File: src/rtl/thermistor_window_average_core_defines.svh
// ----------------------------------------------------------------------------
// Assertion macros for the thermistor window average core
// Clocked on clk_i and muted while rst_ni is low.
// ----------------------------------------------------------------------------
`ifndef THERMISTOR_WINDOW_AVERAGE_CORE_DEFINES_SVH
`define THERMISTOR_WINDOW_AVERAGE_CORE_DEFINES_SVH

// Check that an expression holds at every edge.
`define TWA_ASSERT(name, expr, msg) \
  name: assert property (@(posedge clk_i) disable iff (!rst_ni) (expr)) \
    else $error(msg);

// Check that a condition implies a consequence at the same edge.
`define TWA_ASSERT_IMPL(name, ante, cons, msg) \
  name: assert property (@(posedge clk_i) disable iff (!rst_ni) (ante) |-> (cons)) \
    else $error(msg);

`endif

File: src/rtl/twa_pkg.sv
// ----------------------------------------------------------------------------
// twa_pkg
// Types, widths and fixed-point constants of the thermistor window average.
// ----------------------------------------------------------------------------
package twa_pkg;

  localparam int WINDOW_LENGTH_DEF = 10;
  localparam int ADC_BITS_DEF      = 12;

  localparam int BETA_W = 14;
  localparam logic [BETA_W-1:0] BETA_RESET = 14'd3950;

  localparam int TEMP_W = 16;

  localparam int NUM_W = 57;
  localparam int DEN_W = 48;
  localparam int DCNT_W = $clog2(NUM_W + 1);

  localparam int LOG_IN_W = 31;
  localparam int FRAC_W   = 24;
  localparam int EXP_W    = 5;
  localparam int LOG_W    = EXP_W + FRAC_W;
  localparam int LN2_W    = 30;
  localparam int PROD_W   = LOG_W + LN2_W;
  localparam int SQ_W     = 2 * LOG_IN_W;

  localparam logic [LN2_W-1:0] LN2_Q30 = 30'd744261118;
  localparam logic [DEN_W-1:0] INV_T0_Q40 =
    DEN_W'(((64'd1 << 40) * 64'd100 + 64'd14907) / 64'd29815);
  localparam int TQ_W = 26;
  localparam logic [TQ_W-1:0] KELVIN_Q16 = TQ_W'((64'd27315 * 64'd65536 + 64'd50) / 64'd100);
  localparam logic [TQ_W-1:0] TLO_Q = KELVIN_Q16 - TQ_W'(40 * 65536);
  localparam logic [TQ_W-1:0] THI_Q = KELVIN_Q16 + TQ_W'(125 * 65536);
  localparam logic [NUM_W-1:0] DIV_ONE_Q56 = NUM_W'(1) << 56;

  localparam logic signed [TEMP_W-1:0] TEMP_LOW_Q8  = -16'sd10240;
  localparam logic signed [TEMP_W-1:0] TEMP_HIGH_Q8 = 16'sd32000;

  typedef struct packed {
    logic             start;
    logic [NUM_W-1:0] num;
    logic [DEN_W-1:0] den;
  } div_req_t;

  typedef struct packed {
    logic             done;
    logic [NUM_W-1:0] quot;
  } div_rsp_t;

  typedef struct packed {
    logic                start;
    logic [LOG_IN_W-1:0] x;
  } log_req_t;

  typedef struct packed {
    logic             done;
    logic [LOG_W-1:0] res;
  } log_rsp_t;

endpackage

File: src/rtl/twa_log.sv
// ----------------------------------------------------------------------------
// twa_log
// Base-2 logarithm in Q24: leading-one search, then 24 squaring steps.
// ----------------------------------------------------------------------------
module twa_log import twa_pkg::*; (
  input  logic     clk_i,
  input  logic     rst_ni,
  input  log_req_t req_i,
  output log_rsp_t rsp_o
);
  typedef enum logic [1:0] {L_IDLE, L_NORM, L_MUL, L_ADJ} lstate_e;

  lstate_e              state_q;
  logic                 done_q;
  logic [EXP_W-1:0]     exp_q;
  logic [FRAC_W-1:0]    frac_q;
  logic [4:0]           cnt_q;
  logic [LOG_IN_W-1:0]  m_q;
  logic [SQ_W-1:0]      sq_q;
  logic [LOG_IN_W:0]    top;

  assign top = sq_q[SQ_W-1:LOG_IN_W-1];

  always_ff @(posedge clk_i or negedge rst_ni) begin
    if (!rst_ni) begin
      state_q <= L_IDLE;
      done_q  <= 1'b0;
      cnt_q   <= '0;
    end else begin
      done_q <= 1'b0;
      case (state_q)
        L_IDLE: begin
          if (req_i.start) begin
            state_q <= L_NORM;
          end
        end
        L_NORM: begin
          if (m_q[LOG_IN_W-1]) begin
            state_q <= L_MUL;
            cnt_q   <= 5'(FRAC_W);
          end
        end
        L_MUL: begin
          state_q <= L_ADJ;
        end
        L_ADJ: begin
          cnt_q <= cnt_q - 5'd1;
          if (cnt_q == 5'd1) begin
            state_q <= L_IDLE;
            done_q  <= 1'b1;
          end else begin
            state_q <= L_MUL;
          end
        end
        default: state_q <= L_IDLE;
      endcase
    end
  end

  always_ff @(posedge clk_i) begin
    case (state_q)
      L_IDLE: begin
        if (req_i.start) begin
          m_q   <= req_i.x;
          exp_q <= EXP_W'(LOG_IN_W - 1);
        end
      end
      L_NORM: begin
        if (!m_q[LOG_IN_W-1]) begin
          m_q   <= {m_q[LOG_IN_W-2:0], 1'b0};
          exp_q <= exp_q - EXP_W'(1);
        end
      end
      L_MUL: begin
        sq_q <= SQ_W'(m_q) * SQ_W'(m_q);
      end
      L_ADJ: begin
        m_q    <= top[LOG_IN_W] ? top[LOG_IN_W:1] : top[LOG_IN_W-1:0];
        frac_q <= {frac_q[FRAC_W-2:0], top[LOG_IN_W]};
      end
      default: begin
        m_q <= m_q;
      end
    endcase
  end

  assign rsp_o.done = done_q;
  assign rsp_o.res  = {exp_q, frac_q};
endmodule

File: config.mk
export PLATFORM = sky130hd
export DESIGN_NAME = twa_log
export DESIGN_NICKNAME = d
export VERILOG_FILES = /design/src/rtl/thermistor_window_average_core_defines.svh /design/src/rtl/twa_pkg.sv /design/src/rtl/twa_log.sv
export SDC_FILE = /design/constraint.sdc
export NUM_CORES = 2
export LEC_CHECK = 0
export BUFFER_PORTS_ARGS = -buffer_cell sky130_fd_sc_hd__buf_2
export CORE_MARGIN = 2
export CORE_UTILIZATION = 60
export DETAILED_ROUTE_END_ITERATION = 16
export PLACE_DENSITY = 0.8
export SLEW_MARGIN = 20
export SYNTH_ARGS = -nofsm -noshare
export SYNTH_HDL_FRONTEND = slang
export SYNTH_SLANG_ARGS = --single-unit
File: constraint.sdc
create_clock -name clk_i -period 6.8 [get_ports clk_i]
set_input_delay 1.02 -clock clk_i [delete_from_list [all_inputs] [get_ports clk_i]]
set_output_delay 1.02 -clock clk_i [all_outputs]
set_load 0.005 [all_outputs]
* Yosys cells after proc, flatten, opt, wreduce, memory -nomap -nowiden
Index checks and enable logic that the tools add are counted.
** Storage, ports and cells
- Register bits :: 130
- Input port bits :: 34
- Logic and storage cells :: 42
** Cells by class
- Multiplexer cells :: 15
- Equality and inequality tests :: 7
- Add/subtract/negate cells :: 2
- Multiply operators :: 1
- Reductions and logical operators :: 9
** Operator list (count)
- $mux W31 :: 3
- $pmux W31 S3 :: 1
- $mul A31 B31 Y62 :: 1
- $pmux W5 S2 :: 2
- $mux W5 :: 3
- $sub A5 B1 Y5 const B :: 2
- $pmux W2 S4 :: 1
- $mux W2 :: 3
- $ne A2 B2 Y1 const B :: 3
- $reduce_and A2 Y1 :: 3
- $reduce_and A3 Y1 :: 2
- $eq A5 B1 Y1 const B :: 1
- $eq A2 B2 Y1 const B :: 2
- $reduce_bool A2 Y1 :: 2
- $reduce_bool A3 Y1 :: 1
- $eq A2 B1 Y1 const B :: 1
- $logic_not A2 Y1 :: 1
- $mux W1 :: 2

* Depth between registers and ports, before layout
- Depth after elaboration :: 3
- Gate-level depth with buffers :: 29
- Gate-level depth less buffers :: 27

* Least setup slack after synthesis
Ideal clock, no wire load.
- Path kind :: register to register
- From :: reg m_q[18]
- To :: reg sq_q[55], data pin
- Data required time :: 6.537 ns
- Slack :: -0.459 ns
- Arrival :: 6.996 ns
- Cell stages (with the launch flop) :: 24
- Path buffers :: 2
- Library setup time :: 0.263 ns
- Clock period less this slack :: 7.259 ns
- Cells stage by stage :: edfxtp_1 clkbuf_1 clkbuf_1 nand2_1 fa_1 inv_1 fa_1 inv_1 fa_1 fa_1 inv_1 fa_1 fa_1 fa_1 fa_1 ha_1 a21oi_4 o21ai_2 a2111oi_4 o32ai_1 a211oi_2 o2111ai_2 a31oi_2 xnor2_1
** On the way
- Longest elaborated chain between the ends :: 1
** Ends and longest elaborated chain
- start, declared :: RTL line twa_log.sv:18 : logic [LOG_IN_W-1:0] m_q;
- start signal, assigned :: RTL line twa_log.sv:64 : m_q <= req_i.x;
- start signal, assigned :: RTL line twa_log.sv:70 : m_q <= {m_q[LOG_IN_W-2:0], 1'b0};
- start signal, assigned :: RTL line twa_log.sv:78 : m_q <= top[LOG_IN_W] ? top[LOG_IN_W:1] : top[LOG_IN_W-1:0];
- $mul A31 B31 Y62 :: RTL line twa_log.sv:75 : sq_q <= SQ_W'(m_q) * SQ_W'(m_q);
- end signal, assigned :: RTL line twa_log.sv:75
- end, declared :: RTL line twa_log.sv:19 : logic [SQ_W-1:0] sq_q;
Every way passes these cells.
A chain may end at the register's enable or synchronous reset.

* Worst setup path in the final report
- From :: reg m_q[5]
- To :: reg sq_q[57], data pin
The elaborated chain is that of the path after synthesis.

==> metrics.md <==
| Metric | Value |
|---|---|
| Status | finished with violations |
| Violated checks | negative setup slack |
| Number of global-route vias before repair | 27500 |
| Mapped Cells | 3213 |
| Final hold violations | 0 |
| CTS buffer count | 9 |
| Max-capacitance violation count | 0 |
| Antenna Nets Post-Route | 0 |
| H-tree depth | 3 |
| Crit share post-route | 1.12 |
| Synth warnings | 0 |
| Area leader, netlist | fa_1 |
| Port-buffer cells | 63 |
| Startpoint Class | flop |
| Clock Latency Late Sink | 360 ps |
| Mean Syn Cell Area | 9.68 um^2 |
| Area of the mapped netlist | 0.0311 mm^2 |
| CP Capture Type | flop |
| Worst-path clk slew | 80 ps |
| Worst EP arrival | 7750 ps |
| HP Class | flop to flop |
| Syn_nets | 4265 |
| Fmax | 131 MHz |
| Tmin final | 7650 ps |
| Fraction of layout cells with a size suffix above 1 | 0.221 |
| Final wirelength | 98700 um |
| CTS tree | done |
| Final Max Tran Viols | 0 |
| Die Ht | 232 um |
| Placed cell count | 4244 |
| Post-DP Area | 0.0355 mm^2 |
| Area growth syn-to-layout | 20.9% |
| Reg area | 0.00296 mm^2 |
| Final number of setup-violating endpoints | 32 |
| Initial antenna violation count | 10 |
| Non-filler instance count after layout | 4341 |
| Vias per cell | 5.84 |
| GPL Wtd Cong | 0.947 |
| Clock root buffer | clkbuf_16 |
| Worst-margin pin slew | 1030 ps |
| Most frequent cells in the layout | 905 x inv_1, 719 x fa_1, 415 x buf_4 |
| Multi-input gate area | 0.0253 mm^2 |
| DR iter-0 viols | 2384 |
| Fillers | 3053 |
| WP data required | 6900 ps |
| FFs w/ async S/R, synth | 0.0800 |
| Critical path type | flop to flop |
| CTS sink count | 100 |
| Slew margin rel. | 0.312 |
| Global-route wire length before repair | 142000 um |
| RSZ-0062 raised after global routing | yes |
| Clock Path Buffers | 2 |
| Initial Util | 0.606 |
| Top FF cell, synth | edfxtp_1 |
| Largest net degree at the start of global routing | 68 |
| Most common cell after layout, fill and taps aside | inv_1 |
| Maximum fanout along the worst path | 5 |
| Post-synth EDFFs | 92 |
| Fin Clk Skew | 19.8 ps |
| Post-route DRC violation count | 0 |
| Top-area cell type share of the netlist area | 0.482 |
| Wire per inst | 22.7 um |
| Num ports | 64 |
| Final instance area | 0.0376 mm^2 |
| HPWL after DPL | 70500 um |
| GRT Total Usage | 0.345 |
| Post-synthesis sequential area ratio | 0.0953 |
| Core ar. | 0.0513 mm^2 |
| Overflow after GRT | 0 |
| DIE AREA | 0.0537 mm^2 |
| DRT Pass-1 Iters | 8 |
| Seq cells post-synth | 100 |
| Via count | 25400 |
| Layout Nets | 4702 |
| Post-Route Utilization | 0.733 |
| Dpl ws | -564 ps |
| Rows | 83 |
| Unique masters post-synth | 70 |
| DIE WIDTH | 232 um |
| Final WS setup | -849 ps |
| Top cells by area, synth | fa_1 48%, inv_1 11%, ha_1 11% |
==> path summary, 6_finish.rpt <==
path / from / to / slack [ps] / depth (start not counted)
max: m_q[5] / sq_q[57] / -850 / 27
min: frac_q[21] / frac_q[22] / 450 / 0
max reg2reg: m_q[5] / sq_q[57] / -850 / 27
min reg2reg: frac_q[21] / frac_q[22] / 450 / 0
max in group asynchronous: rst_ni / state_q[0] / 6100 / 1
min in group asynchronous: rst_ni / cnt_q[0] / 500 / 1
==> synth_stat cells, types with 3 or more instances <==
cell type / instances
a21oi_1: 90
o211ai_1: 8
o21bai_1: 5
nor3b_1: 3
a211oi_1: 5
mux2i_1: 33
or2_2: 7
buf_1: 7
nand4_1: 12
buf_2: 3
xor2_1: 25
nand3_1: 17
nor3_1: 9
clkbuf_1: 116
dfrtp_1: 8
nand2_1: 290
xnor2_1: 36
nor2b_1: 10
o221ai_1: 3
nor2_1: 111
a21o_1: 29
nor4_1: 5
fa_1: 748
o2111ai_1: 3
ha_1: 270
and3_1: 6
a31o_2: 5
a211o_1: 3
edfxtp_1: 92
o21ai_1: 5
inv_1: 936
o21ai_0: 27
and2_1: 200
a31oi_1: 39
==> stage by stage <==
stage	hold slack [ps]	TNS, ps
after floorplan	424	-29.1
after global placement	424	-7520
after detailed placement	426	-11250
after CTS	444	-8140
after global routing	455	-24820
final	446	-20110
==> registers in the layout, indices dropped and copies added, names as in the netlist <==
signal / flops
cnt_q: 5
done_q: 1
exp_q: 5
frac_q: 24
m_q: 31
sq_q: 32
state_q: 2
==> per-layer routing <==
metal  routed length [um]  up-vias  track usage  share of wire
li1                     -    10400            -              -
met1                31100    12500        0.394           0.32
met2                46800     1770        0.607           0.47
met3                10800      754       0.0615           0.11
met4                 9980        6        0.204           0.10
met5                   42        -            0        0.00043
==> cell families (layout without fill, tap and decap cells) <==
kind of cell	Yosys count	in the layout	synth area share
xor gates and xnor gates	61	61	0.0172
AOI/OAI and AO/OA	257	257	0.0540
muxes	34	34	0.0110
other	0	6	0
DFF	100	100	0.0953
buffers and inverters	1064	1506	0.129
and+or+nand+nor	679	679	0.104
adders and majority gates	1018	1018	0.590
==> worst max-delay path: stages (launching register included) <==
cell and delay [ps]:
edfxtp_1 480, buf_6 150, inv_4 40, nor2_4 280
inv_1 120, fa_1 500, fa_1 520, inv_1 50
fa_1 500, inv_1 60, fa_1 480, inv_1 50
fa_1 480, fa_1 520, fa_1 500, inv_1 50
fa_1 470, inv_1 70, ha_4 240, a21oi_2 210
o21ai_2 190, a211oi_4 410, o211ai_1 210, a211oi_2 260
buf_6 200, o21ai_4 80, a31oi_2 170, xnor2_1 100
==> cell type report <==
type                    count  share of cell area
repair buffers            553               0.122
inverters                 937              0.0938
well taps                 680              0.0226
flip-flops and latches    100              0.0789
diodes                      6            0.000399
clock inverters             3             0.00116
multi-input cells        2049               0.674
clock buffers              13             0.00719
==> repair_timing <==
item | in CTS | in global routing
pin swaps | 83 | 99
setup endpoints to repair | 32 | 32
cloned | 1 | 1
gates resized for setup | 170 | 119
hold buffers | 0 | 0
setup buffers | 53 | 29
Power is left out: the tool's default activity adds up to more than one toggle a clock period on the data nets, which glitch-free logic cannot reach.
