## src/rtl/thermistor_window_average_core_defines.svh

```systemverilog
// ----------------------------------------------------------------------------
// Assertion macros for the thermistor window average core
// Clocked on clk_i and muted while rst_ni is low.
// ----------------------------------------------------------------------------
`ifndef THERMISTOR_WINDOW_AVERAGE_CORE_DEFINES_SVH
`define THERMISTOR_WINDOW_AVERAGE_CORE_DEFINES_SVH

// Check that an expression holds at every edge.
`define TWA_ASSERT(name, expr, msg) \
  name: assert property (@(posedge clk_i) disable iff (!rst_ni) (expr)) \
    else $error(msg);

// Check that a condition implies a consequence at the same edge.
`define TWA_ASSERT_IMPL(name, ante, cons, msg) \
  name: assert property (@(posedge clk_i) disable iff (!rst_ni) (ante) |-> (cons)) \
    else $error(msg);

`endif

```

## src/rtl/twa_pkg.sv

```systemverilog
// ----------------------------------------------------------------------------
// twa_pkg
// Types, widths and fixed-point constants of the thermistor window average.
// ----------------------------------------------------------------------------
package twa_pkg;

  localparam int WINDOW_LENGTH_DEF = 10;
  localparam int ADC_BITS_DEF      = 12;

  localparam int BETA_W = 14;
  localparam logic [BETA_W-1:0] BETA_RESET = 14'd3950;

  localparam int TEMP_W = 16;

  localparam int NUM_W = 57;
  localparam int DEN_W = 48;
  localparam int DCNT_W = $clog2(NUM_W + 1);

  localparam int LOG_IN_W = 31;
  localparam int FRAC_W   = 24;
  localparam int EXP_W    = 5;
  localparam int LOG_W    = EXP_W + FRAC_W;
  localparam int LN2_W    = 30;
  localparam int PROD_W   = LOG_W + LN2_W;
  localparam int SQ_W     = 2 * LOG_IN_W;

  localparam logic [LN2_W-1:0] LN2_Q30 = 30'd744261118;
  localparam logic [DEN_W-1:0] INV_T0_Q40 =
    DEN_W'(((64'd1 << 40) * 64'd100 + 64'd14907) / 64'd29815);
  localparam int TQ_W = 26;
  localparam logic [TQ_W-1:0] KELVIN_Q16 = TQ_W'((64'd27315 * 64'd65536 + 64'd50) / 64'd100);
  localparam logic [TQ_W-1:0] TLO_Q = KELVIN_Q16 - TQ_W'(40 * 65536);
  localparam logic [TQ_W-1:0] THI_Q = KELVIN_Q16 + TQ_W'(125 * 65536);
  localparam logic [NUM_W-1:0] DIV_ONE_Q56 = NUM_W'(1) << 56;

  localparam logic signed [TEMP_W-1:0] TEMP_LOW_Q8  = -16'sd10240;
  localparam logic signed [TEMP_W-1:0] TEMP_HIGH_Q8 = 16'sd32000;

  typedef struct packed {
    logic             start;
    logic [NUM_W-1:0] num;
    logic [DEN_W-1:0] den;
  } div_req_t;

  typedef struct packed {
    logic             done;
    logic [NUM_W-1:0] quot;
  } div_rsp_t;

  typedef struct packed {
    logic                start;
    logic [LOG_IN_W-1:0] x;
  } log_req_t;

  typedef struct packed {
    logic             done;
    logic [LOG_W-1:0] res;
  } log_rsp_t;

endpackage

```

## src/rtl/twa_div.sv

```systemverilog
// ----------------------------------------------------------------------------
// twa_div
// Shared restoring divider, one quotient bit per cycle.
// ----------------------------------------------------------------------------
module twa_div import twa_pkg::*; (
  input  logic     clk_i,
  input  logic     rst_ni,
  input  div_req_t req_i,
  output div_rsp_t rsp_o
);
  logic              busy_q;
  logic              done_q;
  logic [DCNT_W-1:0] cnt_q;
  logic [DEN_W-1:0]  rem_q, rem_d;
  logic [NUM_W-1:0]  quo_q, quo_d;
  logic [DEN_W-1:0]  den_q;
  logic [DEN_W:0]    trial;
  logic              fits;

  assign trial = {rem_q, quo_q[NUM_W-1]};
  assign fits  = trial >= {1'b0, den_q};

  always_comb begin
    rem_d = fits ? DEN_W'(trial - {1'b0, den_q}) : trial[DEN_W-1:0];
    quo_d = {quo_q[NUM_W-2:0], fits};
  end

  always_ff @(posedge clk_i or negedge rst_ni) begin
    if (!rst_ni) begin
      busy_q <= 1'b0;
      done_q <= 1'b0;
      cnt_q  <= '0;
    end else begin
      done_q <= 1'b0;
      if (req_i.start) begin
        busy_q <= 1'b1;
        cnt_q  <= DCNT_W'(NUM_W);
      end else if (busy_q) begin
        cnt_q <= cnt_q - DCNT_W'(1);
        if (cnt_q == DCNT_W'(1)) begin
          busy_q <= 1'b0;
          done_q <= 1'b1;
        end
      end
    end
  end

  always_ff @(posedge clk_i) begin
    if (req_i.start) begin
      rem_q <= '0;
      quo_q <= req_i.num;
      den_q <= req_i.den;
    end else if (busy_q) begin
      rem_q <= rem_d;
      quo_q <= quo_d;
    end
  end

  assign rsp_o.done = done_q;
  assign rsp_o.quot = quo_q;
endmodule

```

## config.mk

```make
export PLATFORM = sky130hd
export DESIGN_NAME = twa_div
export DESIGN_NICKNAME = d
export VERILOG_FILES = /design/src/rtl/thermistor_window_average_core_defines.svh /design/src/rtl/twa_pkg.sv /design/src/rtl/twa_div.sv
export SDC_FILE = /design/constraint.sdc
export NUM_CORES = 1
export LEC_CHECK = 0
export BUFFER_PORTS_ARGS = -buffer_cell sky130_fd_sc_hd__buf_2
export CAP_MARGIN = 20
export CORE_MARGIN = 2
export CORE_UTILIZATION = 55
export DETAILED_ROUTE_END_ITERATION = 7
export PLACE_DENSITY = 0.86
export SETUP_SLACK_MARGIN = 0.15
export SYNTH_ARGS = -nofsm -noshare
export SYNTH_HDL_FRONTEND = slang
export SYNTH_SLANG_ARGS = --single-unit
```

## constraint.sdc

```tcl
create_clock -name clk_i -period 4.7 [get_ports clk_i]
set_input_delay 0.705 -clock clk_i [delete_from_list [all_inputs] [get_ports clk_i]]
set_output_delay 0.705 -clock clk_i [all_outputs]
set_load 0.01 [all_outputs]
```

## Yosys cells after proc, flatten, opt, wreduce, memory -nomap -nowiden

Cells that the tools add are included.

| storage, ports and cells | value |
|---|---|
| register bits | 161 |
| input port bits | 108 |
| output and inout port bits | 58 |
| logic and storage cells | 22 |

| operators by class | value |
|---|---|
| add/sub/neg operators | 2 |
| order comparisons | 1 |
| equality and inequality tests | 1 |
| muxes and demuxes | 11 |
| reductions and logical operators | 1 |

Operators by type and width:

| operator | number |
|---|---|
| $mux W57 | 2 |
| $ge A49 B48 Y1 | 1 |
| $mux W48 | 1 |
| $sub A48 B48 Y48 | 1 |
| $mux W6 | 2 |
| $eq A6 B1 Y1 const B | 1 |
| $mux W1 | 6 |
| $sub A6 B1 Y6 const B | 1 |
| $reduce_bool A2 Y1 | 1 |

## Longest topological paths before layout

Gate-level depths: netlist (run 1).

| logic depth | value |
|---|---|
| word-level depth | 4 |
| gate-level depth with buffers | 13 |
| gate-level depth less buffers | 12 |

## Least setup slack after synthesis (run 1)

No wires, ideal clock.

| timing path | value |
|---|---|
| path type | register -> register |
| from | reg den_q[7] |
| to | reg rem_q[47] |
| setup time | 0.115 ns |
| arrival | 2.896 ns |
| data required time | 4.585 ns |
| setup slack | 1.689 ns |
| stages on the path, launching flop included | 13 |
| buffers on the path | 1 |
| period minus slack after synthesis | 3.011 ns |
| cell sequence | edfxtp_1 > inv_1 > ha_1 > buf_4 > and4_4 > nand3_2 > a21oi_2 > o311ai_1 > a211o_1 > a2111o_1 > a2111oi_4 > mux2_1 > o21a_1 |

| on the way | value |
|---|---|
| word-level cells in the longest chain between the ends | 2 |
| elaborated cells on any way between the ends | 3 |
| those cells by class | 1 x add/sub; 1 x order compare; 1 x mux |

Ends and longest elaborated chain:

| what | line | source |
|---|---|---|
| from (decl) | twa_div.sv:16 | `logic [DEN_W-1:0] den_q;` |
| from (signal assigned) | twa_div.sv:52 | `den_q <= req_i.den;` |
| $sub A48 B48 Y48 / $ge A49 B48 Y1 (equally long branches) | twa_div.sv:24, twa_div.sv:21 |  |
| $mux W48 (*) | twa_div.sv:24 | `rem_d = fits ? DEN_W'(trial - {1'b0, den_q}) : trial[DEN_W-1:0];` |
| to (signal assigned) | twa_div.sv:54 | `rem_q <= rem_d;` |
| to (decl) | twa_div.sv:14 | `logic [DEN_W-1:0] rem_q, rem_d;` |

Mark *: on every way between the ends. The rest lies on a longest branch, timed or not.
A chain may end at the register's enable or synchronous reset.

## Worst setup path in the final report (run 1)

| timing path | value |
|---|---|
| from | reg den_q[41] |
| to | reg rem_q[43] |

The elaborated chain is that of the path after synthesis.

==> impl_metrics.csv, run 1 <==
group,metric,value,unit
global_routing,grt_pass1_wl,37.6,mm
critical_path,end_kind,"flop",
yosys,ys_seq_area_frac,0.450,
floorplanning,die_y,136,um
timing,report.final.setup_viol,0,
timing,finalHoldWorstSlack,0.0950,ns
yosys,synth_nets,1143,
clocking,cts-resized-gates,0,
yosys,synth_top_area_cell,"edfxtp_1",
cells_and_area,antenna_cells,0,
clocking,cts-htree-levels,4,
clocking,post-cts-setup-buffer-count,0,
yosys,yosysWarnings,0,
yosys,synthTopCellsByCount,"105 x edfxtp_1, 104 x nand2_1, 77 x nor2_1, 71 x a21oi_1, 71 x inv_1",
power_and_ir_drop,seqPwrFrac,0.332,
yosys,synth_area_leaders,"edfxtp_1 33%, dfxtp_1 10%, mux2_2 6.7%",
yosys,ys.flop_type,"edfxtp_1",
timing,finalCritPeriodShare,0.772,
timing,fmax,276,MHz
timing,skew,0.0200,ns
critical_path,crit_required,5.03,ns
timing,worst_pin_slew,0.993,ns
yosys,syn_area,0.00959,mm2
drt,vias,7956,
run_status,outcome,"finished, final reports clean",
clocking,hold_buffers,0,
power_and_ir_drop,comb_power_share,0.438,
floorplanning,num_rows,48,
power_and_ir_drop,power.total,5.96,mW
yosys,synth.top_cell.area_share,0.329,
critical_path,ff2ff_path_depth,9,
timing,report.final.slew_viol_count,0,
cells_and_area,drive_gt1_frac,0.247,
timing,relSlewSlack,0.338,
timing,finalSetupTns,0,ns
power_and_ir_drop,swShare,0.402,
timing,period_needed,3.63,ns
clocking,cts_tree,"yes",
floorplanning,core,0.0172,mm2
place,gp_congestion,0.944,
floorplanning,dieArea,0.0185,mm2
drt,drc_errors,0,
drt,via_per_inst,5.85,
critical_path,cp.arrival,3.96,ns
clocking,cts_sinks,161,
drt,drtIter0Drc,497,
critical_path,critical_path_class,"flop to flop",
global_routing,antenna_found_initial,0,
critical_path,start_kind,"flop",
yosys,netlist_instances,984,
power_and_ir_drop,p_leak,4.87,nW
cells_and_area,nNetsFinal,1281,
clocking,cts_root_buffer,"clkbuf_16",
drt,wl_per_cell,17.0,um
timing,rsz0062_at_grt,"false",
place,dp_hpwl,17.2,mm
clocking,numCtsBuffers,17,
clocking,cts_buffer_depth,2,
floorplanning,die_w,136,um
yosys,yosys_register_bits,161,
global_routing,grt_start_max_net_pins,83,
global_routing,grt_usage,0.258,
cells_and_area,area_delta_synth_final,16.1,%
place,port_buffers,165,
power_and_ir_drop,switching_power,2.40,mW
clocking,clk_pin_slew,0.07,ns
yosys,syn_area_per_cell,9.75,um2
drt,ant_nets,0,
power_and_ir_drop,internal_power,3.56,mW
drt,wirelength,23.2,mm
yosys,synth_cell_types,75,
yosys,synth-edff-count,105,
floorplanning,ios,166,
yosys,async_reset_ff_frac,0.0497,
critical_path,critical_path.max_fanout,25,
global_routing,first_global_vias,7835,
drt,dr.pass1.iters,6,
power_and_ir_drop,pwr-share-clk,0.230,
clocking,clk_latency,0.44,ns
power_and_ir_drop,powerDensity,535,mW/mm2
yosys,synth.most_common_cell,"edfxtp_1",
power_and_ir_drop,peakVddDrop,0.367,mV
global_routing,grt-ovfl-total,0,
hold_path,hold_path_class,"input port to asynchronous set/reset pin",
timing,final-hold-violation-count,0,
job,maxCapViolCount,0,
floorplanning,start_util,0.559,
[per-layer routing]
layer | routed length (um) | up-vias | GRT usage
li1 | - | 3885 | -
met1 | 9610 | 3711 | 0.313
met2 | 11300 | 313 | 0.440
met3 | 1750 | 47 | 0.0701
met4 | 507 | 0 | 0.0932
met5 | 0 | - | 0
[flip-flops by register name (all words and copies together), names as in the netlist]
| register | flops |
|---|---|
| busy_q | 1 |
| cnt_q | 6 |
| den_q | 48 |
| done_q | 1 |
| quo_q | 57 |
| rem_q | 48 |
[cells in the final DEF, fill, tap and decap left out, types with 10 or more instances in the layout]
master and count:
buf_2 164, a211oi_1 11, nand3_1 17, a311oi_1 23
o21a_1 12, a21o_1 29, clkbuf_16 17, nand2b_1 10
ha_1 50, o21ai_0 39, nor2b_1 11, dfxtp_1 48
inv_1 70, nand2_1 104, nor3_1 16, mux2_2 57
a21oi_1 71, nor2_1 77, edfxtp_1 105, xnor2_1 22
xor2_1 12, nand4_1 18
[cells by family (layout without fill, tap and decap cells)]
kind of cell,count (synthesis),after routing,share of synthesized area
fa+ha+maj,51,51,0.0673
mux,61,61,0.0712
simple gates,291,291,0.141
compound gates,258,258,0.186
flops,161,161,0.450
xor+xnor,34,34,0.0310
buf+inv,128,279,0.0537
[worst max-delay path: stages, from the launching register on]
cell and delay [ns]:
edfxtp_1 0.32, inv_1 0.04, ha_1 0.49, nand4_1 0.26, nor4_1 0.51, nand2_1 0.19, o21ai_2 0.82, buf_4 0.41
o21ai_0 0.13, a2111oi_2 0.34
[metrics by stage]
| stage | utilization | setup WS (ns) | cells | area (um2) |
|---|---|---|---|---|
| 4_1_cts | 0.647 | 1.14 | 1359 | 11100 |
| 5_1_grt | 0.649 | 0.826 | 1360 | 11100 |
| 3_5_place_dp | 0.613 | 1.18 | 1327 | 10500 |
| 3_3_place_gp | 0.613 | 1.18 | 1327 | 10500 |
| 2_1_floorplan | - | 1.69 | 984 | 9590 |
| 6_report | 0.649 | 1.07 | 1360 | 11100 |
[power by group through the flow]
stage                     Clock [mW]  Sequential (mW)  Combinational (mW)
after floorplan                    0             1.98                1.98
after global placement             0             1.99                2.50
after detailed placement           0             2.00                2.56
after CTS                       1.39             1.98                2.58
after global routing            1.45             2.01                2.89
final                           1.37             1.98                2.61
[cell type report]
cell class                 instances  area (um2)
clock buffer                      17         425
clock inverter                    15         164
fill                            1426        6040
inverter                          72         270
multi-input combinational        695        4760
sequential                       161        4320
tap                              225         282
timing repair buffer             175         920
[path summary, 6_finish.rpt]
path                                        startpoint                     end  slack (ns)
worst min-delay path                            rst_ni        done_q$_DFF_PN0_        0.09
worst max register to register     den_q[41]$_DFFE_PP_  rem_q[43]$_SDFFE_PP0P_        1.07
min in group clk_i                           req_i[39]     den_q[39]$_DFFE_PP_        0.44
max in group asynchronous                       rst_ni        busy_q$_DFF_PN0_        4.41
worst max-delay path               den_q[41]$_DFFE_PP_  rem_q[43]$_SDFFE_PP0P_        1.07
worst min register to register  rem_q[31]$_SDFFE_PP0P_  rem_q[31]$_SDFFE_PP0P_        0.49
(Power assumes the default switching activity.)
==> run 2: changes to the inputs <==
- ABC_AREA: not set -> 1
- PLACE_DENSITY: 0.86 -> 0.85
- clock period: 4.7 -> 3.4 ns (I/O delays scaled with it)
==> run 2 against run 1 <==
Compared with the run above:
- worst setup slack worse by 0.24 ns
- clock skew grew 0.00076 ns
- global-route usage rose by 3.3 points
- register-to-register slack lost 0.24 ns
==> impl_metrics.csv, run 2 <==
group,metric,value,unit
clocking,clk_latency,0.45,ns
yosys,async_reset_ff_frac,0.0497,
critical_path,r2r-end,"rem_q[3]$_SDFFE_PP0P_",
yosys,netlist_instances,1681,
cells_and_area,largest_register_ffs,57,
yosys,synth-compound-area-share,0.0202,
critical_path,crit_required,3.72,ns
timing,report.final.setup_viol,0,
yosys,synth_nets,1840,
clocking,clk_pin_slew,0.08,ns
drt,drc_errors,0,
clocking,cts_buffer_depth,2,
cells_and_area,layout_common_cells,"736 x nand2_1, 327 x inv_1, 164 x buf_2",
critical_path,critical_path_class,"flop to flop",
hold_path,hold_path_class,"input port to flop",
critical_path,max_stage_delay,0.44,ns
yosys,synth-edff-count,105,
clocking,cts_tree,"yes",
critical_path,slowest_stage,"buf_4",
cells_and_area,drive_gt1_frac,0.133,
global_routing,grt-ovfl-total,0,
yosys,ys.flop_type,"edfxtp_1",
critical_path,cp_num_buf_inv,4,
yosys,synth_xor_area_frac,0.0189,
cells_and_area,reg.largest.list,"quo_q x57, den_q x48, rem_q x48",
yosys,synth.most_common_cell,"nand2_1",
cells_and_area,nNetsFinal,1990,
timing,relSlewSlack,0.423,
floorplanning,num_rows,52,
clocking,post-cts-setup-buffer-count,0,
cells_and_area,antenna_cells,0,
timing,final-hold-violation-count,0,
critical_path,end_kind,"flop",
floorplanning,ios,166,
clocking,numCtsBuffers,17,
yosys,synth_area_leaders,"edfxtp_1 28%, nand2_1 25%, inv_1 11%",
global_routing,grt_start_max_net_pins,82,
timing,period_needed,2.57,ns
hold_path,min_to,"den_q[36]$_DFFE_PP_",
floorplanning,dieArea,0.0214,mm2
power_and_ir_drop,p_leak,7.18,nW
timing,finalHoldWorstSlack,0.233,ns
timing,finalSetupTns,0,ns
floorplanning,core,0.0200,mm2
drt,vias,10700,
global_routing,grt_usage,0.291,
clocking,cts-resized-gates,0,
hold_path,hold_start,"req_i[36]",
timing,worst_pin_slew,0.865,ns
place,gp_congestion,0.998,
cells_and_area,fillers,1852,
yosys,synth.top_cell.area_share,0.283,
job,maxCapViolCount,0,
timing,report.final.slew_viol_count,0,
critical_path,r2r_start,"den_q[8]$_DFFE_PP_",
place,dp_hpwl,23.5,mm
timing,finalCritPeriodShare,0.755,
timing,fmax,389,MHz
power_and_ir_drop,powerDensity,377,mW/mm2
critical_path,critical_path.max_fanout,48,
yosys,ys_seq_area_frac,0.387,
critical_path,crit_chain,"inv_1 -> ha_1 -> nand2_1 -> inv_1 -> nand2_1 -> nand2_1 -> inv_1 -> nand3_2 -> nand2_1 -> nand2_2 -> nand2_4 -> buf_4 -> nand4_1 -> nand3_1 -> nand2_1",
floorplanning,die_w,146,um
critical_path,cp.arrival,2.89,ns
cells_and_area,area_delta_synth_final,15.0,%
critical_path,worst-r2r-setup-slack,0.83,ns
critical_path,start_kind,"flop",
global_routing,first_global_vias,10300,
drt,wirelength,30.6,mm
drt,dr.pass1.iters,7,
clocking,cts-htree-levels,4,
critical_path,cp_num_cells,15,
place,port_buffers,165,
yosys,synth_top_family_by_area,"simple AND/OR/NAND/NOR gates",
critical_path,cp_top_family,"simple AND/OR/NAND/NOR gates",
critical_path,ff2ff_path_depth,15,
yosys,synth-simple-area-share,0.382,
yosys,synth-adder-area-share,0.0579,
yosys,yosys_register_bits,161,
yosys,synth_cell_types,39,
timing,skew,0.0207,ns
timing,rsz0062_at_grt,"false",
yosys,yosysWarnings,0,
run_status,outcome,"finished, final reports clean",
yosys,yosys-mux-area-fraction,0,
drt,ant_nets,0,
drt,via_per_inst,5.08,
floorplanning,start_util,0.556,
drt,drtIter0Drc,776,
hold_path,whs_path_depth,1,
clocking,hold_buffers,1,
cells_and_area,final_common_cell,"nand2_1",
power_and_ir_drop,peakVddDrop,0.291,mV
drt,wl_per_cell,14.5,um
critical_path,cp-startpoint,"den_q[8]$_DFFE_PP_",
yosys,syn_area_per_cell,6.63,um2
floorplanning,die_y,146,um
yosys,syn_area,0.0111,mm2
yosys,synth_top_area_cell,"edfxtp_1",
yosys,synthTopCellsByCount,"736 x nand2_1, 328 x inv_1, 105 x edfxtp_1, 93 x nand3_1, 88 x nor2_1",
global_routing,grt_pass1_wl,50.1,mm
clocking,cts_sinks,161,
global_routing,antenna_found_initial,0,
clocking,cts_root_buffer,"clkbuf_16",
critical_path,cp_common_cell,"nand2_1",
cells_and_area,regMostFlops,"quo_q",
[run 2: area by class of cell]
type                    instances  area (um2)  share of cell area
multi-input cells            1139        5370               0.419
flip-flops and latches        161        4310               0.337
inverters                     336        1260              0.0984
repair buffers                176         938              0.0732
clock buffers                  18         439              0.0343
well taps                     270         338              0.0264
clock inverters                14         160              0.0125
[run 2: metrics by stage]
step                cell area (um2)  worst slack (ns)  utilization  std cells  power [mW]
floorplan                     11100             0.767            -       1681        2.66
global placement              12200             0.940        0.609       2081        2.88
detailed placement            12200             0.878        0.609       2081        2.90
CTS                           12800             0.858        0.640       2114        4.86
global route                  12800             0.601        0.640       2114        5.02
finish                        12800             0.832        0.640       2114        4.83
[run 2: power breakdown]
part | switching [mW] | total, mW | internal (mW)
registers | 0.0569 | 2.27 | 2.21
clock network | 0.964 | 1.97 | 1.01
logic | 0.369 | 0.589 | 0.220
total | 1.39 | 4.83 | 3.44
[run 2: worst max path at each step]
stage,end
finish,rem_q[3]$_SDFFE_PP0P_
global route,rem_q[3]$_SDFFE_PP0P_
CTS,rem_q[43]$_SDFFE_PP0P_
detailed placement,rem_q[27]$_SDFFE_PP0P_
global placement,rem_q[34]$_SDFFE_PP0P_
floorplan,quo_q[0]$_DFFE_PP_
[run 2: worst register-to-register path, stage by stage, from the launching register on]
cell and delay (ns):
edfxtp_1 0.37, inv_1 0.08, ha_1 0.27, nand2_1 0.13
inv_1 0.05, nand2_1 0.06, nand2_1 0.09, inv_1 0.08
nand3_2 0.14, nand2_1 0.11, nand2_2 0.12, nand2_4 0.09
buf_4 0.44, nand4_1 0.23, nand3_1 0.12, nand2_1 0.08
[run 2: kinds of logic after synthesis]
group | Yosys count
buffers and inverters | 381
adder cells (fa/ha/maj) | 51
AND/OR/NAND/NOR | 1022
AO/OA/AOI/OAI | 42
flip-flops | 161
XOR/XNOR | 24
[run 2: layer usage]
layer / global-route usage / wire length [um]
met1: 0.373 / 13200
met2: 0.491 / 14400
met3: 0.0581 / 2250
met4: 0.104 / 789
met5: 0 / 0
