<file path="src/rtl/thermistor_window_average_core_defines.svh">
// ----------------------------------------------------------------------------
// Assertion macros for the thermistor window average core
// Clocked on clk_i and muted while rst_ni is low.
// ----------------------------------------------------------------------------
`ifndef THERMISTOR_WINDOW_AVERAGE_CORE_DEFINES_SVH
`define THERMISTOR_WINDOW_AVERAGE_CORE_DEFINES_SVH

// Check that an expression holds at every edge.
`define TWA_ASSERT(name, expr, msg) \
  name: assert property (@(posedge clk_i) disable iff (!rst_ni) (expr)) \
    else $error(msg);

// Check that a condition implies a consequence at the same edge.
`define TWA_ASSERT_IMPL(name, ante, cons, msg) \
  name: assert property (@(posedge clk_i) disable iff (!rst_ni) (ante) |-> (cons)) \
    else $error(msg);

`endif

</file>
<file path="src/rtl/twa_ram.sv">
// ----------------------------------------------------------------------------
// twa_ram
// Generic single-write, single-read RAM with registered read data.
// ----------------------------------------------------------------------------
module twa_ram #(
  parameter int WIDTH = 8,
  parameter int DEPTH = 16,
  localparam int AW = (DEPTH > 1) ? $clog2(DEPTH) : 1
) (
  input  logic             clk_i,
  input  logic             we_i,
  input  logic [AW-1:0]    waddr_i,
  input  logic [WIDTH-1:0] wdata_i,
  input  logic [AW-1:0]    raddr_i,
  output logic [WIDTH-1:0] rdata_o
);
  logic [WIDTH-1:0] mem_q [DEPTH];
  logic [WIDTH-1:0] rdata_q;

  always_ff @(posedge clk_i) begin
    if (we_i) begin
      mem_q[waddr_i] <= wdata_i;
    end
    rdata_q <= mem_q[raddr_i];
  end

  assign rdata_o = rdata_q;
endmodule

</file>
<file path="config.mk">
export PLATFORM = sky130hd
export DESIGN_NAME = twa_ram
export DESIGN_NICKNAME = d
export VERILOG_FILES = /design/src/rtl/thermistor_window_average_core_defines.svh /design/src/rtl/twa_ram.sv
export SDC_FILE = /design/constraint.sdc
export NUM_CORES = 1
export LEC_CHECK = 0
export BUFFER_PORTS_ARGS = -buffer_cell sky130_fd_sc_hd__buf_2
export CAP_MARGIN = 20
export CORE_MARGIN = 2
export CORE_UTILIZATION = 50
export DETAILED_ROUTE_END_ITERATION = 16
export GPL_TIMING_DRIVEN = 1
export PLACE_DENSITY = 0.78
export SLEW_MARGIN = 40
export SYNTH_ARGS = -nofsm -noshare
export SYNTH_HDL_FRONTEND = slang
export SYNTH_SLANG_ARGS = --single-unit
export TNS_END_PERCENT = 1
</file>
<file path="constraint.sdc">
create_clock -name clk_i -period 3.52 [get_ports clk_i]
set_input_delay 0.704 -clock clk_i [delete_from_list [all_inputs] [get_ports clk_i]]
set_output_delay 0.704 -clock clk_i [all_outputs]
set_load 0.02 [all_outputs]
</file>
=== Word-level counts from Yosys, hierarchy flattened ===
Memories as Yosys holds them, arrays and structs flattened. A register that Yosys moved wholly into a read port is not among the register bits.
Cells that the tools add are included.
Widths: inputs -> output; s select.

* Flip-flop bits (word level): 0
* RAM bits: 128
* Input bits: 18
* Word-level logic and storage cells: 3
* Memories: 1

{| class="wikitable"
|+ Memory list
! memory !! words !! bits a word !! rd ports !! clocked after memory_dff !! write ports !! RTL line !! source
|-
| mem_q || 16 || 8 || 1 || 1 || 1 || twa_ram.sv:17 || <nowiki>logic [WIDTH-1:0] mem_q [DEPTH];</nowiki>
|}

* Multiplexer cells: 2

{| class="wikitable"
|+ Operators with widths
! cell !! count
|-
| $mux 1 || 2
|}

=== Logic depth before layout (Yosys ltp) ===
Gate-level depths: netlist of run 1.

* Word-level depth: 2
* Gate-level depth with buffers: 5
* Gate-level depth less buffers: 3

=== Worst setup path after synthesis of run 1 ===
Ideal clock, no wire load.

* Path type: input-to-reg
* Start point: in waddr_i[2]
* End point: mem mem_q[0][0], enable pin
* Arrival: 1.814 ns
* Data required time: 3.137 ns
* Path slack: 1.323 ns
* Stages: 2
* Buffers on the path: 0
* Path through: or3b_2 > nor3_1

{| class="wikitable"
|+ RTL lines
! element !! RTL line !! source
|-
| from (decl) || twa_ram.sv:12 || <nowiki>input logic [AW-1:0] waddr_i,</nowiki>
|-
| to (decl) || twa_ram.sv:17 ||
|}

No word-level cell before the write port.

==> results of run 1 <==
## routing by layer
| metal | part of all wire | GRT usage |
|---|---|---|
| met1 | 0.41 | 0.250 |
| met2 | 0.51 | 0.285 |
| met3 | 0.079 | 0.0414 |
| met4 | 0.0059 | 0.0771 |
| met5 | 0 | 0 |
## cell type report
cell class	count	share of cell area
multi-input combinational	83	0.179
clock buffer	17	0.0693
tap	136	0.0285
sequential	136	0.670
clock inverter	15	0.0257
timing repair buffer	30	0.0272
## layout by cell type (no fill, tap or decap), types with 6 or more instances in the layout
cell type,count
sky130_fd_sc_hd__edfxtp_1,128
sky130_fd_sc_hd__buf_2,25
sky130_fd_sc_hd__mux4_2,18
sky130_fd_sc_hd__a22oi_1,16
sky130_fd_sc_hd__clkbuf_16,16
sky130_fd_sc_hd__mux4_1,14
sky130_fd_sc_hd__nand2_1,9
sky130_fd_sc_hd__dfxtp_1,8
sky130_fd_sc_hd__nor2_1,7
sky130_fd_sc_hd__nor2_2,6
## worst max-delay path: cells and delay by family
kind                   cells  cell delay, ns
AOI/OAI and AO/OA          1            0.28
buffers and inverters      2            0.54
muxes                      1            0.63
and+or+nand+nor            1            0.07
## final timing paths
kind / depth (start not counted) / slack (ns) / from / endpoint
min reg2reg: 3 / 0.69 / mem_q[14][7]$_DFFE_PP_ / rdata_o[7]$_DFF_P_
max: 5 / 1.68 / raddr_i[0] / rdata_o[2]$_DFF_P_
min: 1 / 0.56 / wdata_i[5] / mem_q[10][5]$_DFFE_PP_
max reg2reg: 3 / 2.18 / mem_q[11][2]$_DFFE_PP_ / rdata_o[2]$_DFF_P_
## per-stage QoR
| step | worst slack [ns] | instances | power, mW | utilization | area (um^2) |
|---|---|---|---|---|---|
| 2_1_floorplan | 1.32 | 229 | 1.96 | - | 5150 |
| 3_3_place_gp | 1.13 | 385 | 2.02 | 0.532 | 5390 |
| 3_5_place_dp | 1.11 | 385 | 2.02 | 0.533 | 5400 |
| 4_1_cts | 1.66 | 417 | 3.67 | 0.589 | 5970 |
| 5_1_grt | 1.53 | 417 | 3.76 | 0.590 | 5980 |
| 6_report | 1.68 | 417 | 3.65 | 0.590 | 5980 |
## state kept, by name, indices dropped and copies added, names as in the netlist
name,flops
mem_q,128
rdata_o,8
## where the power goes
part           total (mW)  switching (mW)  internal [mW]
logic               0.166           0.100         0.0661
registers            1.82          0.0118           1.81
clock network        1.66           0.655           1.01
## cells by family (layout without fill, tap and decap cells)
kind of cell | Yosys count | count (layout) | synth area share
AOI/OAI and AO/OA | 16 | 16 | 0.0233
muxes | 32 | 32 | 0.150
and+or+nand+nor | 35 | 35 | 0.0318
buffers and inverters | 10 | 62 | 0.0168
DFF | 136 | 136 | 0.778
==> reports/summary.md, run 1 <==
The run gives 5690 um as the placed wire-length estimate after detailed placement. The share of the synthesized area in the top cell type is 0.747. STA classifies the critical path startpoint as an input port. For this run, the slowest stage of the critical path takes 0.63 ns.

The logs give 14200 um for the global-route wire length before repair and 0 for the count of final hold-check violations. Filler cell count: 688. The die covers 11100 um^2. The clock arrives with 0.00463 ns of skew. The power density of the placed cells was 611 nW/um^2; the global-route total usage across every layer was 0.182. The run finished with clean final reports. The initial DRC count came out at 170. Top fanout value on the critical path: 32. The die outline height was 105 um. The number of post-CTS setup repair buffers was 0. The run gives 2 as the worst-case clock buffer depth.

In the final layout, flip-flops and latches occupy 4000 um^2. Derived from the worst setup path, the maximum achievable clock frequency is 543 MHz. For this run, design rule violations remaining after detail routing come to 0. Worst slew margin relative to its limit: 0.428.

The endpoint type of the worst setup path is a register. During I/O placement, the number of pins put on the boundary was 26. The fraction of the cycle the final worst path needs is 0.523. In the post-synthesis netlist, the biggest area contributors are sky130_fd_sc_hd__edfxtp_1 75%, sky130_fd_sc_hd__mux4_2 7.9%, sky130_fd_sc_hd__mux4_1 7.1%. Data arrives at the worst endpoint at 2.23 ns.

Setup repair after global routing left no endpoint under its margin. The logs give 0.778 for the sequential fraction of the synthesis area and 0 for the max-slew violation count. Dominant cell type by area after synthesis: sky130_fd_sc_hd__edfxtp_1. The tools report the total via count after detailed routing as 2408. The pin count of the biggest net entering global routing was 33.

CTS placed an instance of sky130_fd_sc_hd__clkbuf_8 at the clock tree root. For the worst supply voltage drop on vdd, the log shows 308 uV. The post-cts repair resize count was 0. In the post-synthesis netlist, the cell with the most instances is sky130_fd_sc_hd__edfxtp_1.

Input and output buffers added on the ports amount to 25. In the final routed layout, each cell accounts on average for 22.2 um. Hold repair after CTS inserted 0 buffers. For the TritonCTS sink count, the log shows 136. The critical path is of the input port to register type. Setup total negative slack on the finished layout was measured at 0 ns. Synthesis produced a netlist whose cell count is 229. For the worst-skew pair, the clock arrives at the later sink with an insertion delay of 0.51 ns. For this design the static power due to leakage is 1.98 nW.

The number of flip-flops and latches in the synthesized netlist works out to 136. The critical path goes through buf_2 -> buf_4 -> mux4_1 -> a22oi_1 -> nand2_1. The diode insertion count for antenna repair was 0. The ratio of cells with drive above 1 in the final layout came out at 0.302. The count of nets after finishing came out at 286. The min-delay analysis places its worst path in the category input port to register. The cell type of the slowest stage on the worst timing path is sky130_fd_sc_hd__mux4_1.

The number of global-route vias before repair is 2508, and the detailed-router iteration count before antenna repair is 4. The clock period minus final worst setup slack is 1.84 ns. The net count after synthesis was 247; the count of unique library cells instantiated by Yosys was 19. The async set-reset flop share out of synthesis was 0; the relative area change from synthesis to final layout was 16.1%. By count the netlist is led by 128 x sky130_fd_sc_hd__edfxtp_1, 18 x sky130_fd_sc_hd__mux4_2, 16 x sky130_fd_sc_hd__a22oi_1. In this run the number of H-tree levels came out at 4. Once detail routing completed, the nets flagged for antenna violations numbered 0. A synthesized cell averages 22.5 um^2. TritonCTS built the clock tree. Global placement routability congestion: 0.732. The tools report the initial core utilization as 0.508. The floorplan step defined a core boundary enclosing 10100 um^2. The total overflow left after global routing is 0. Data on the critical path is required at its endpoint by 3.91 ns. During synthesis, Yosys emitted a total of 0 warnings. Among all flip-flop cells after synthesis, the most frequent one is sky130_fd_sc_hd__edfxtp_1. In this run the core area contains 37 standard-cell rows.

In the routed layout, each cell is associated on average with a via count of 5.77. The initial antenna violation count was 0; the synthesized cell area was 5150 um^2. Area taken by multi-input logic gates: 1070 um^2. Wires add up to 9250 um.

The reported max-cap violation count is 0. Clock-pin slew was measured on the worst setup and hold paths at 0.06 ns. Chip width: 105 um. Transition time at the pin with the least slew margin: 0.855 ns.

The worst hold-check slack was 0.563 ns. Yosys mapped a number of flops with a built-in enable equal to 128. Setup violations remaining at the end of the flow were counted as 0. For the number of buffers created by CTS, the log shows 17.
Note: power is estimated with default switching activity, not from simulation.
==> run 2: changes to the inputs <==
- ABC_AREA: unset -> 1
- clock period: 3.52 -> 1.7 ns (I/O delays scaled with it)
==> reports/summary.md, run 2 <==
The setup skew after layout came out at 0.00667 ns. Chip width: 111 um. For this design, the slowest cell found on the critical path is sky130_fd_sc_hd__dfxtp_1.

The delay of the slowest critical-path stage was 0.37 ns; the post-place setup slack was 0.200 ns. The path class of the tightest hold or removal check is input port to register. The congestion estimate from routability-driven global placement came to 0.901. The logs give 0 for the max-slew violation count and 0 ns for the total negative slack for setup checks. The logs give 0.388 ns for the worst-case setup margin in the final layout and 569 for the net count after synthesis. Setup repair after global routing left no endpoint under its margin. mem_q holds more flip-flops than any other register. After detailed placement, the design holds a cell count of 718.

STA classifies the critical path startpoint as a register. CTS saw 136 sinks. For the global-route total usage across every layer, the log shows 0.221. The worst supply voltage drop on vdd is 827 uV. The number of antenna diodes in the final layout is 0. Data on the critical path is required at its endpoint by 1.36 ns. The share of the synthesized area in the top cell type is 0.667. The tools report the internal power summed over all cells as 7.05 mW.

After synthesis, the cell types taking the most area are sky130_fd_sc_hd__edfxtp_1 67%, sky130_fd_sc_hd__nand2_1 11%, sky130_fd_sc_hd__nand3_1 8.4%. After clock tree synthesis, the clock-pin slew on the worst setup and hold paths is 0.05 ns. The source-to-sink clock delay at the later pin of the worst-skew pair is 0.42 ns, and the number of buffers inserted by hold repair at cts is 0. The worst slew margin relative to its limit came out at 0.636.

The die outline area was 12400 um^2; the share of the core filled with cells in the final layout was 0.605. The H-tree was split into 4 levels. The clock passes through at most 2 buffers.

For the share of power burned in the clock network, the log shows 0.514. Dividing the detail-routed wire length by the instance count gives 17.1 um. The kind of cell with the highest combined delay along the critical path is flip-flops. The run gives 3938 as the number of global-route vias before repair. At the pin with the least slew margin, the transition time is 0.545 ns. The filler cells instantiated in the layout total 878. The logs give 0.694 for the sequential fraction of the synthesis area and 3.00 nW for the leakage power of the design.

The worst hold-check slack was 0.271 ns. The register share of total power was 0.430; the fraction of the cycle the final worst path needs was 0.772. The run gives 0 as the number of endpoints failing setup at the final stage. Derived from the worst setup path, the maximum achievable clock frequency is 762 MHz. Dominant cell type by area after synthesis: sky130_fd_sc_hd__edfxtp_1.

The endpoint type of the worst setup path is an output port. The run finished with clean final reports. Counting I/O delays and the setup requirement, the final critical path takes 1.31 ns. Initial DRC count: 421.

The analysis attributes to net switching a power of 1.72 mW. The number of buffer and inverter stages on the critical path is 1. For this run, the post-layout net count is 612. Across the run, the number of max-cap violations was 0.

Counting instances in the post-synthesis netlist gives the leading cell types as 173 x sky130_fd_sc_hd__nand2_1, 128 x sky130_fd_sc_hd__edfxtp_1, 100 x sky130_fd_sc_hd__inv_1. During I/O placement, the number of pins put on the boundary was 26. Summed over all nets, the half-perimeter wirelength after detailed placement is 7830 um. The synthesized netlist occupies a cell area of 5770 um^2.

The number of flip-flops and latches in the synthesized netlist was 136; the die outline height was 111 um. The number of flip-flops in the largest register is 128. The async set-reset flop share out of synthesis was 0. Yosys instantiated no cell more often than sky130_fd_sc_hd__nand2_1.

The tools report the initial antenna violation count as 0. Count of final hold-check violations: 0. The run gives 11300 um^2 as the core area. In this run the clock root is driven by a sky130_fd_sc_hd__clkbuf_16.

The row count was 39. After detailed routing, the number of remaining DRC violations is 0. Leaving out fill and tap cells, the most frequent cells in the layout are 173 x sky130_fd_sc_hd__nand2_1, 128 x sky130_fd_sc_hd__edfxtp_1, 100 x sky130_fd_sc_hd__inv_1, 97 x sky130_fd_sc_hd__nand3_1, 25 x sky130_fd_sc_hd__buf_2. The top fanout value on the critical path was 1. In the synthesized netlist the dominant register cell turns out to be sky130_fd_sc_hd__edfxtp_1. The finished layout holds 750 standard cells, fillers aside.

TritonCTS built the clock tree. The mean instance size in the synthesized netlist was 10.5 um^2. The switching share of power is 0.196. Global routing finished with a remaining overflow of 0. For the routed wire length, the log shows 12900 um. The logs give 17 for the number of buffers created by CTS and 3898 for the total via count after detailed routing. The ratio of routed vias to standard cells is 5.20, and the count of warnings emitted by yosys is 0.

The number of input and output port buffers inserted was 25; the relative area change from synthesis to final layout was 18.8%. Global-route wire length before repair: 20600 um. Combinational cell fraction of total power: 0.055.

Synthesis produced 551 cells. In this run, synthesis inferred 128 flip-flops with an integrated enable. Once the clock tree was built, the resizer swapped 0 gates to a different size. The tools report the number of post-CTS setup repair buffers as 0. Most common cell after layout, fill and taps aside: sky130_fd_sc_hd__nand2_1. Ratio of cells with drive above 1 in the final layout: 0.135. Entering global routing, the biggest net connects 34 pins. The initial core utilization is 0.509, and the data arrival at the endpoint of the critical path is 0.97 ns. Dividing total power by cell area gives a power density of 1280 nW/um^2. After synthesis, the netlist uses 12 different library cells.

For this run, the detailed router's first-pass iteration total came to 6. The critical path is of the register to output port type. The setup check on the worst reg-to-reg path leaves a slack of 0.63 ns. The detail route stage leaves a number of antenna-violating nets equal to 0. Traced cell by cell, the critical path runs through buf_2.
[run 2: changes by cell type after synthesis, sizes merged, moves of 4 or more]
cell and change:
nor3 -4, a22oi -16, mux4 -32, inv +102, buf +17, nand3 +96, nor2 +4, nand2 +164
[run 2: final cells by class]
| cell class | instances | area, um^2 | share of cell area |
|---|---|---|---|
| clock buffers | 20 | 467 | 0.0681 |
| multi-input cells | 289 | 1210 | 0.177 |
| repair buffers | 48 | 335 | 0.0490 |
| clock inverters | 12 | 268 | 0.0391 |
| well taps | 143 | 179 | 0.0261 |
| inverters | 102 | 383 | 0.0559 |
| flip-flops and latches | 136 | 4000 | 0.585 |
[run 2: kinds of logic (layout without fill, tap and decap cells)]
group | count (synthesis) | count (layout) | share of synthesized area
AND/OR/NAND/NOR | 289 | 289 | 0.210
flip-flops | 136 | 136 | 0.694
buffers and inverters | 126 | 182 | 0.0952
[run 2: through the flow]
| stage | total power [mW] | area, um^2 |
|---|---|---|
| after floorplan | 4.13 | 5770 |
| after global placement | 4.30 | 6110 |
| after detailed placement | 4.32 | 6110 |
| after CTS | 8.78 | 6850 |
| after global routing | 8.98 | 6850 |
| final | 8.77 | 6850 |
[run 2: power by group through the flow]
stage	Sequential [mW]	Clock (mW)	Combinational [mW]
2_1_floorplan	3.86	0	0.264
6_report	3.77	4.51	0.486
4_1_cts	3.77	4.52	0.485
3_3_place_gp	3.84	0	0.464
3_5_place_dp	3.84	0	0.477
5_1_grt	3.78	4.66	0.538
[run 2: path summary, 6_finish.rpt]
kind / startpoint / endpoint / cells after the start
worst max-delay path: rdata_o[3]$_DFF_P_ / rdata_o[3] / 1
worst min-delay path: raddr_i[3] / rdata_o[3]$_DFF_P_ / 3
worst max register to register: mem_q[1][3]$_DFFE_PP_ / rdata_o[3]$_DFF_P_ / 6
worst min register to register: mem_q[10][3]$_DFFE_PP_ / rdata_o[3]$_DFF_P_ / 6
[run 2: layer usage]
| metal | part of all wire | global-route usage | vias up |
|---|---|---|---|
| li1 | - | - | 1859 |
| met1 | 0.40 | 0.281 | 1818 |
| met2 | 0.50 | 0.368 | 188 |
| met3 | 0.070 | 0.0528 | 33 |
| met4 | 0.033 | 0.0930 | 0 |
| met5 | 0 | 0 | - |
==> run 3: changes to the inputs <==
- ABC_AREA: 1 -> 0
- clock period: 1.7 -> 1.35 ns (I/O delays scaled with it)
==> reports/summary.md, run 3 (synthesis gave the netlist of run 1 again) <==
The run finished, with violations left. The checks that failed: negative setup slack. TritonCTS built the clock tree. Entering global routing, the biggest net connects 21 pins. Dividing the detail-routed wire length by the instance count gives 22.1 um. The post-place setup slack was -0.424 ns; the worst-case clock buffer depth was 2. Clock transition at the register clock pins on the worst setup and hold paths after CTS: 0.06 ns. The first routing iteration left 290 violations. For the worst hold-check slack, the log shows 0.142 ns. The die outline height works out to 105 um. Dividing the detail-routed via count by the number of cells gives 5.59. The fraction of the cycle the final worst path needs was 1.00; the diode insertion count for antenna repair was 0. The area growth from synthesis to layout is 21.1%. The tightest min-delay check is of the input port to register type. Input and output buffers added on the ports amount to 25.

The global-route total usage across every layer is 0.191, and the detailed-router iteration count before antenna repair is 4. Counting both buffers and inverters, the worst setup path holds a total of 0. CTS built an H-tree with a depth of 4. The run gives 0 as the overall overflow remaining after global route. The slowest stage of the critical path belongs to the cell sky130_fd_sc_hd__mux4_1. For the number of global-route vias before repair, the log shows 2565.

The worst-case setup margin in the final layout was -0.00182 ns. The run gives 0.441 as the worst slew margin relative to its limit. After layout, the minimum clock period comes to 1.35 ns.

The residual antenna-violating net count after detailed routing is 0. More flip-flops sit in one register than any other, and that register is mem_q. The logs give 0 for the initial antenna violation count and 310 for the count of nets after finishing. In this run the static leakage power is 2.10 nW. Setup repair after global routing could not meet its margin everywhere. Grouping stages by cell kind, the critical path spends the most delay in multiplexers. The register with the most flip-flops in the layout has 128 of them.

The placed wire-length estimate after detailed placement was 6070 um; the row count was 37. The number of buffers created by CTS was 17. The max-slew violation count came out at 0.

The die covers 11100 um^2. The worst setup path is captured at a register. The region available for standard cell placement spans 10100 um^2. For the final database, setup skew stands at 0.00738 ns. The tools report the number of post-CTS setup repair buffers as 0.

The clock drives 136 sinks. The power density of the placed cells was 1490 nW/um^2. Global placement routability congestion: 0.727.

Traced cell by cell, the critical path runs through mux4_1 -> a22oi_2 -> nand2_1. At the pin with the least slew margin, the transition time is 0.837 ns. In the layout the commonest cells are 128 x sky130_fd_sc_hd__edfxtp_1, 24 x sky130_fd_sc_hd__buf_4, 23 x sky130_fd_sc_hd__buf_2, 22 x sky130_fd_sc_hd__mux4_2, 16 x sky130_fd_sc_hd__clkbuf_16. The tool flagged a number of max-cap violations equal to 0. Timing would allow up to 740 MHz. The number of endpoints failing setup at the final stage was 1. Across the VDD grid, the largest voltage drop is 695 uV.

The routed wire length was 9700 um. The logs give 0.51 ns for the source-to-sink clock delay at the later pin of the worst-skew pair and 2458 for the total via count after detailed routing. The initial core utilization came out at 0.508. The library cell used most frequently in the layout, excluding fill and tap cells, is sky130_fd_sc_hd__edfxtp_1. In this run the horizontal extent of the chip is 105 um. The worst endpoint required time came out at 1.73 ns. STA classifies the critical path startpoint as a register.

The count of final hold-check violations was 0. For this run, design rule violations remaining after detail routing come to 0. The top fanout value on the critical path is 1. The tools report the clock root buffer master as sky130_fd_sc_hd__clkbuf_8. The tools report the number of buffers inserted by hold repair at cts as 0. Category of the most critical setup path: register to register.

The first global-routing pass estimated 14900 um of wire. The tools report the number of primary I/O pins as 26. In this design, the stage delay of the slowest critical-path cell is 0.52 ns. The ratio of cells with drive above 1 in the final layout was 0.385.

For the worst setup path, the data arrival time is 1.73 ns.
[run 3: cell count changes in the layout (fill, tap and decap cells not counted), sizes merged, moves of 2 or more]
cell,change
a22oi,+16
buf,+6
bufinv,-7
clkbuf,-3
clkinv,+7
clkinvlp,+2
inv,-102
mux4,+32
nand2,-164
nand2b,+2
nand3,-96
nor2,-4
nor3,+4
[run 3: worst register-to-register path, stage by stage, from the launching register on]
cell                       delay [ns]
sky130_fd_sc_hd__edfxtp_1        0.37
sky130_fd_sc_hd__mux4_1          0.52
sky130_fd_sc_hd__a22oi_2         0.24
sky130_fd_sc_hd__nand2_1         0.10
[run 3: per-stage QoR]
step	TNS [ns]	instance area (um^2)	total power [mW]	utilization	std cells
CTS	-0.000259	6240	9.30	0.615	440
floorplan	-4.05	5170	5.11	-	229
global placement	-8.84	5690	5.32	0.561	409
detailed placement	-10.78	5690	5.34	0.561	409
finish	-0.00182	6230	9.26	0.615	440
global route	-0.0447	6230	9.56	0.615	440
[run 3: cell type report]
class	instances	area [um^2]
Clock inverter	14	111
Multi-Input combinational cell	83	1100
Sequential cell	136	4000
Tap cell	136	170
Clock buffer	17	414
Timing Repair Buffer	54	435
Fill cell	670	3910
[run 3: per-layer routing]
metal / up-vias / global-route usage / routed length (um)
li1: 1093 / - / -
met1: 1251 / 0.248 / 3730
met2: 112 / 0.317 / 5120
met3: 2 / 0.0544 / 817
met4: 0 / 0.0543 / 37
met5: - / 0 / 0
[run 3: final timing paths]
path | start | endpoint | slack (ns) | cells after the start
max | mem_q[2][3]$_DFFE_PP_ | rdata_o[3]$_DFF_P_ | -0.002 | 3
min | wdata_i[4] | mem_q[0][4]$_DFFE_PP_ | 0.14 | 1
max reg2reg | mem_q[2][3]$_DFFE_PP_ | rdata_o[3]$_DFF_P_ | -0.002 | 3
min reg2reg | mem_q[14][5]$_DFFE_PP_ | rdata_o[5]$_DFF_P_ | 0.68 | 3
[run 3: where the power goes]
part | switching (mW) | leakage (nW) | internal (mW)
Combinational | 0.297 | 0.635 | 0.229
Sequential | 0.0318 | 1.22 | 4.72
Clock | 1.59 | 0.244 | 2.39
[run 3: timing repair]
item,CTS,global route
endpoints found under the setup margin,6,6
resized for setup,6,6
pin swaps,1,1
gates cloned,0,0
